**config.mk**
```make
export PLATFORM = sky130hd
export DESIGN_NAME = windowed_sample_averager
export DESIGN_NICKNAME = d
export VERILOG_FILES = /design/src/sv/wsa_pkg.sv /design/src/sv/windowed_sample_averager.sv
export SDC_FILE = /design/constraint.sdc
export NUM_CORES = 1
export LEC_CHECK = 0
export BUFFER_PORTS_ARGS = -buffer_cell sky130_fd_sc_hd__buf_4
export CAP_MARGIN = 40
export CORE_MARGIN = 1.5
export CORE_UTILIZATION = 60
export CTS_CLUSTER_DIAMETER = 200
export DETAILED_ROUTE_END_ITERATION = 8
export PLACE_DENSITY_LB_ADDON = 0.25
export SYNTH_ARGS = -nofsm -noshare
export SYNTH_HDL_FRONTEND = slang
export SYNTH_SLANG_ARGS = --single-unit
```
**constraint.sdc**
```tcl
create_clock -name clk -period 7.64 [get_ports clk]
set_input_delay 0.382 -clock clk [delete_from_list [all_inputs] [get_ports clk]]
set_output_delay 0.382 -clock clk [all_outputs]
set_load 0.03 [all_outputs]
```
**src/sv/wsa_pkg.sv**
```systemverilog
// ----------------------------------------------------------------------------
// Windowed sample averager package
// Widths, reset values and operation codes shared by the averager.
// ----------------------------------------------------------------------------
package wsa_pkg;

  localparam int SAMPLE_BITS = 10;
  localparam int COUNT_BITS  = 16;
  localparam int SUM_BITS    = SAMPLE_BITS + COUNT_BITS;
  localparam int TIME_BITS   = 32;
  localparam int STEP_BITS   = $clog2(SAMPLE_BITS);

  localparam logic [TIME_BITS-1:0] WINDOW_RESET = TIME_BITS'(1000);

  // Input operation codes.
  localparam logic OP_START = 1'b0;
  localparam logic OP_POLL  = 1'b1;

  typedef logic [SAMPLE_BITS-1:0] sample_t;
  typedef logic [COUNT_BITS-1:0]  count_t;
  typedef logic [SUM_BITS-1:0]    sum_t;
  typedef logic [TIME_BITS-1:0]   time_t;

endpackage

```
**src/sv/windowed_sample_averager.sv**
```systemverilog
// ----------------------------------------------------------------------------
// Windowed sample averager
// Sums converter samples over a time window and, when the window closes,
// divides the sum by the sample count with a restoring divider.
//
// Channel  Direction  Handshake              Payload
// in       input      in_valid / in_ready    in_op, in_now_time, in_sample
// out      output     out_valid / out_ready  out_average, out_average_valid,
//                                            out_window_done, out_armed
// cfg      input      cfg_valid / cfg_ready  cfg_window_length
//
// An item that does not close a window passes through EVAL and FIN before its
// result is registered; a closing poll also runs DIV, where the divider
// subtractor produces one quotient bit per cycle.
// rst_n is synchronous; it clears the window state and sets the length to 1000.
// The result sits in an output register, so the next item is taken while it
// waits; a stalled output holds the sequencer in its final state only.
// ----------------------------------------------------------------------------
module windowed_sample_averager import wsa_pkg::*; (
  input  logic    clk,
  input  logic    rst_n,
  input  logic    in_valid,
  output logic    in_ready,
  input  logic    in_op,
  input  time_t   in_now_time,
  input  sample_t in_sample,
  output logic    out_valid,
  input  logic    out_ready,
  output sample_t out_average,
  output logic    out_average_valid,
  output logic    out_window_done,
  output logic    out_armed,
  input  logic    cfg_valid,
  output logic    cfg_ready,
  input  time_t   cfg_window_length
);

  localparam logic [1:0] ST_IDLE = 2'd0;
  localparam logic [1:0] ST_EVAL = 2'd1;
  localparam logic [1:0] ST_DIV  = 2'd2;
  localparam logic [1:0] ST_FIN  = 2'd3;

  logic [1:0]           state_r;
  time_t                window_length_r;
  logic                 running_r;
  time_t                window_start_r;
  sum_t                 sum_r;
  count_t               count_r;
  sample_t              last_average_r;
  logic                 have_average_r;
  logic                 done_r;

  logic                 op_r;
  time_t                now_r;
  sample_t              smp_r;

  count_t               rem_r;
  sample_t              quo_r;
  count_t               dsr_r;
  logic                 div_zero_r;
  logic [STEP_BITS-1:0] step_r;

  logic                 out_valid_r;
  sample_t              out_average_r;
  logic                 out_average_valid_r;
  logic                 out_window_done_r;
  logic                 out_armed_r;

  sum_t                 sum_nxt;
  count_t               count_nxt;
  time_t                deadline;
  logic                 closes;
  logic [COUNT_BITS:0]  trial;
  logic [COUNT_BITS:0]  diff;
  logic                 ge;
  count_t               rem_nxt;
  sample_t              quo_nxt;
  logic                 out_free;

  assign in_ready  = (state_r == ST_IDLE);
  assign cfg_ready = 1'b1;
  assign out_free  = !out_valid_r || out_ready;

  // Saturating accumulation; the sum cannot overflow while the count is capped.
  always_comb begin
    if (count_r == '1) begin
      sum_nxt   = sum_r;
      count_nxt = count_r;
    end else begin
      sum_nxt   = sum_r + SUM_BITS'(smp_r);
      count_nxt = count_r + COUNT_BITS'(1);
    end
  end

  assign deadline = window_start_r + window_length_r;
  assign closes   = (deadline <= now_r);

  // One restoring division step. The quotient never exceeds the largest
  // sample, so the top SUM_BITS - SAMPLE_BITS bits preload the remainder.
  assign trial   = {rem_r, quo_r[SAMPLE_BITS-1]};
  assign diff    = trial - {1'b0, dsr_r};
  assign ge      = !diff[COUNT_BITS];
  assign rem_nxt = ge ? diff[COUNT_BITS-1:0] : trial[COUNT_BITS-1:0];
  assign quo_nxt = {quo_r[SAMPLE_BITS-2:0], ge};

  always_ff @(posedge clk) begin
    if (!rst_n) begin
      state_r         <= ST_IDLE;
      window_length_r <= WINDOW_RESET;
      running_r       <= 1'b0;
      window_start_r  <= '0;
      sum_r           <= '0;
      count_r         <= '0;
      last_average_r  <= '0;
      have_average_r  <= 1'b0;
      done_r          <= 1'b0;
      out_valid_r     <= 1'b0;
    end else begin
      if (cfg_valid) begin
        window_length_r <= cfg_window_length;
      end
      if (state_r == ST_FIN && out_free) begin
        out_valid_r <= 1'b1;
      end else if (out_ready) begin
        out_valid_r <= 1'b0;
      end
      unique case (state_r)
        ST_IDLE: begin
          done_r <= 1'b0;
          if (in_valid) begin
            state_r <= ST_EVAL;
          end
        end
        ST_EVAL: begin
          state_r <= (op_r == OP_POLL && running_r && closes) ? ST_DIV : ST_FIN;
          if (op_r == OP_START) begin
            if (!running_r) begin
              window_start_r <= now_r;
              running_r      <= 1'b1;
            end
          end else if (running_r) begin
            if (closes) begin
              window_start_r <= now_r;
              running_r      <= 1'b0;
              have_average_r <= 1'b1;
              done_r         <= 1'b1;
              sum_r          <= '0;
              count_r        <= '0;
            end else begin
              sum_r   <= sum_nxt;
              count_r <= count_nxt;
            end
          end
        end
        ST_DIV: begin
          if (step_r == STEP_BITS'(SAMPLE_BITS - 1)) begin
            last_average_r <= div_zero_r ? '0 : quo_nxt;
            state_r        <= ST_FIN;
          end
        end
        ST_FIN: begin
          if (out_free) begin
            state_r <= ST_IDLE;
          end
        end
        default: state_r <= ST_IDLE;
      endcase
    end
  end

  // Payload registers: captured item, divider datapath and result.
  always_ff @(posedge clk) begin
    if (in_valid && in_ready) begin
      op_r  <= in_op;
      now_r <= in_now_time;
      smp_r <= in_sample;
    end
    if (state_r == ST_EVAL) begin
      rem_r      <= sum_nxt[SUM_BITS-1:SAMPLE_BITS];
      quo_r      <= sum_nxt[SAMPLE_BITS-1:0];
      dsr_r      <= count_nxt;
      div_zero_r <= (count_nxt == '0);
      step_r     <= '0;
    end else if (state_r == ST_DIV) begin
      rem_r  <= rem_nxt;
      quo_r  <= quo_nxt;
      step_r <= step_r + STEP_BITS'(1);
    end
    if (state_r == ST_FIN && out_free) begin
      out_average_r       <= last_average_r;
      out_average_valid_r <= have_average_r;
      out_window_done_r   <= done_r;
      out_armed_r         <= running_r;
    end
  end

  assign out_valid         = out_valid_r;
  assign out_average       = out_average_r;
  assign out_average_valid = out_average_valid_r;
  assign out_window_done   = out_window_done_r;
  assign out_armed         = out_armed_r;

`ifndef SYNTH
  a_busy_after_accept: assert property (@(posedge clk) disable iff (!rst_n)
    (in_valid && in_ready) |=> !in_ready)
    else $error("input taken while an item is still being processed");

  a_done_has_average: assert property (@(posedge clk) disable iff (!rst_n)
    (out_valid && out_window_done) |-> (out_average_valid && !out_armed))
    else $error("closed window reported without a valid average or still armed");

  a_divisor_nonzero: assert property (@(posedge clk) disable iff (!rst_n)
    (state_r == ST_DIV) |-> !div_zero_r)
    else $error("division started with a zero sample count");

  a_div_length: assert property (@(posedge clk) disable iff (!rst_n)
    (state_r == ST_EVAL && op_r == OP_POLL && running_r && closes)
      |=> (state_r == ST_DIV && step_r == '0))
    else $error("closing poll did not start the divider");
`endif

endmodule
```
==> results.cfg <==
[sta]
setup_viol = 0
fin_skew_ns = 0.0279
tns_ns = 0
worst_hold_slack_ns = 0.0263
post-route-period-util = 0.756
worstMarginPinSlew_ns = 0.946
fin_crit_ns = 5.77
hold_viol = 0
fin_ws_ns = 1.87
rsz0062_at_grt = false
drv_slew = 0
fmax_ghz = 0.173
maxSlewHeadroom = 0.368

[place]
gp_congestion = 0.879
place_ws_ns = 1.93
dp_hpwl_mm = 19.6
numPortBuffers = 94

[floorplan]
die_w_um = 148
die_h_um = 148
initial_core_util = 0.619
die_area_mm2 = 0.0220
design.core.area_mm2 = 0.0204
io_pins = 96
rows = 52

[final_layout]
synthToLayoutAreaGrowth_pct = 12.9
diodes = 0
layout_commonest_cell = dfxtp_1
fin_util = 0.699
drive_gt1_frac = 0.120
nNetsFinal = 1563
mostFrequentLayoutCells = dfxtp_1, a21oi_1, nor2_1

[power_and_ir_drop]
power-per-cell-area_mw_per_mm2 = 327
leakagePower_nw = 6.01
total_power_mw = 4.67
vdd_ir_drop_max_v = 0.000242

[logic_synthesis]
synth_flop_cell = dfxtp_1
async_flop_share = 0
syn-num-nets = 1496
synth_seq_area_share = 0.434
synth.cell_area_mm2 = 0.0127
yosysTopAreaCellShare = 0.235
synth_edf_count = 99
syn_area_per_cell_um2 = 9.61
yosys.area.top_type = edfxtp_1
synth-seq-cells = 225
yosysWarnings = 0
synth_cell_type_count = 76
netlist_top_cells_area = edfxtp_1, dfxtp_1, ha_1, a21oi_1, mux2i_1
syn_inst = 1317

[min_path]
min-delay-path-class = primary input to register

[clock_tree]
cts.repair.resized = 0
clk_path_buf_depth = 3
clk_latency_ns = 0.53
cts.sinks = 225
cts_tree = yes
cts_max_level = 1
postCtsHoldBufs = 0
cts_setup_buffers = 0
cts-buffers-inserted = 24
cts-root-buf = clkbuf_16
clk_pin_slew_ns = 0.06

[route]
vias_per_cell = 5.97
drtPass1Iterations = 5
wl_per_cell_um = 16.6
drc = 0
routed_wirelength_mm = 27.8
first_iter_violations = 655
detailroute.via_count = 9982
antenna_left = 0

[global_routing]
antenna_found_initial = 0
grtUsageTotal = 0.258
grt_max_degree = 82
grt_pass1_vias = 9708
grt_pass1_wl_mm = 46.7
gr-total-overflow = 0

[run]
max_cap_violations = 0

[worst_setup_path]
cp-start-kind = register
worst_ep_required_time_ns = 7.98
critical_path.max_fanout = 23
critPathCaptureType = register
crit_type = register to register
cp_data_arrival_time_ns = 6.12

[outcome]
outcome = completed
## logic make-up after synthesis
kind of cell	synth area share
flip-flops	0.434
AO/OA/AOI/OAI	0.179
adder cells (fa/ha/maj)	0.0997
buffers and inverters	0.0481
other	0.000296
multiplexers	0.0446
XOR/XNOR	0.0540
AND/OR/NAND/NOR	0.140
## flip-flops by register name (all words and copies together), names as in the netlist, 2 cells and up
register         flops
window_length_r     32
count_r             16
state_r              2
quo_r               10
window_start_r      32
smp_r               10
step_r               4
rem_r               16
dsr_r               16
sum_r               26
now_r               32
last_average_r      10
out_average         10
## per-stage QoR
stage / cells / cell area [um^2]
after global routing: 1672 / 14300
after floorplan: 1317 / 12700
after global placement: 1624 / 13400
after CTS: 1672 / 14300
after detailed placement: 1628 / 13500
final: 1672 / 14300
## per-layer routing
| layer | routed length (um) | up-vias | global-route usage |
|---|---|---|---|
| met4 | 597 | 0 | 0.0812 |
| met5 | 0 | - | 0 |
| met1 | 12200 | 4763 | 0.339 |
| met2 | 13700 | 274 | 0.448 |
| met3 | 1380 | 40 | 0.0310 |
| li1 | - | 4905 | - |
## power breakdown
part / switching (mW) / internal, mW / total (mW)
Sequential: 0.122 / 1.59 / 1.71
Combinational: 1.06 / 0.784 / 1.85
Clock: 0.466 / 0.640 / 1.11
Total: 1.65 / 3.01 / 4.67
## cell usage after synthesis (22+ instances only)
cell / instances
ha_1: 96
o21ai_1: 34
nor2_1: 108
a21o_1: 30
mux2i_1: 53
inv_1: 73
nand3_1: 29
o21ai_0: 51
clkbuf_1: 29
dfxtp_1: 126
nand2_1: 91
nand4_1: 23
xor2_1: 22
xnor2_1: 56
edfxtp_1: 99
o211ai_1: 33
a21oi_1: 119
## final cells by class
type                       instances  area [um^2]
clock inverter                    10         98.8
sequential                       225         5500
tap                              270          338
timing repair buffer             105          845
fill                            1595         6140
inverter                          75          282
clock buffer                      34          658
multi-input combinational        953         6570
## worst max-delay path, stage by stage, from the launching register on
cell and delay (ns):
dfxtp_1 0.34, ha_1 0.18, inv_1 0.06, fa_1 0.40, nor2b_1 0.16, o31a_1 0.19, o21ai_0 0.13, a21oi_1 0.38
a21oi_1 0.12, a21oi_1 0.29, and2_1 0.19, o21ai_0 0.09, a221oi_1 0.29, ha_1 0.17, nand4_1 0.11, or3_4 0.41
or3_4 0.40, nor4_4 0.71, a21oi_2 0.33, buf_4 0.33, o211ai_1 0.22, a21oi_1 0.10
## worst paths after layout
path | start | end | slack, ns | depth (start not counted)
max reg2reg | window_start_r[0]$_SDFFE_PN0P_ | window_start_r[23]$_SDFFE_PN0P_ | 1.87 | 21
min | in_sample[8] | smp_r[8]$_DFFE_PP_ | 0.03 | 1
max | window_start_r[0]$_SDFFE_PN0P_ | window_start_r[23]$_SDFFE_PN0P_ | 1.87 | 21
min reg2reg | have_average_r$_SDFFE_PN0P_ | out_average_valid$_DFFE_PP_ | 0.42 | 0
Note: power is estimated with default switching activity, not from simulation.
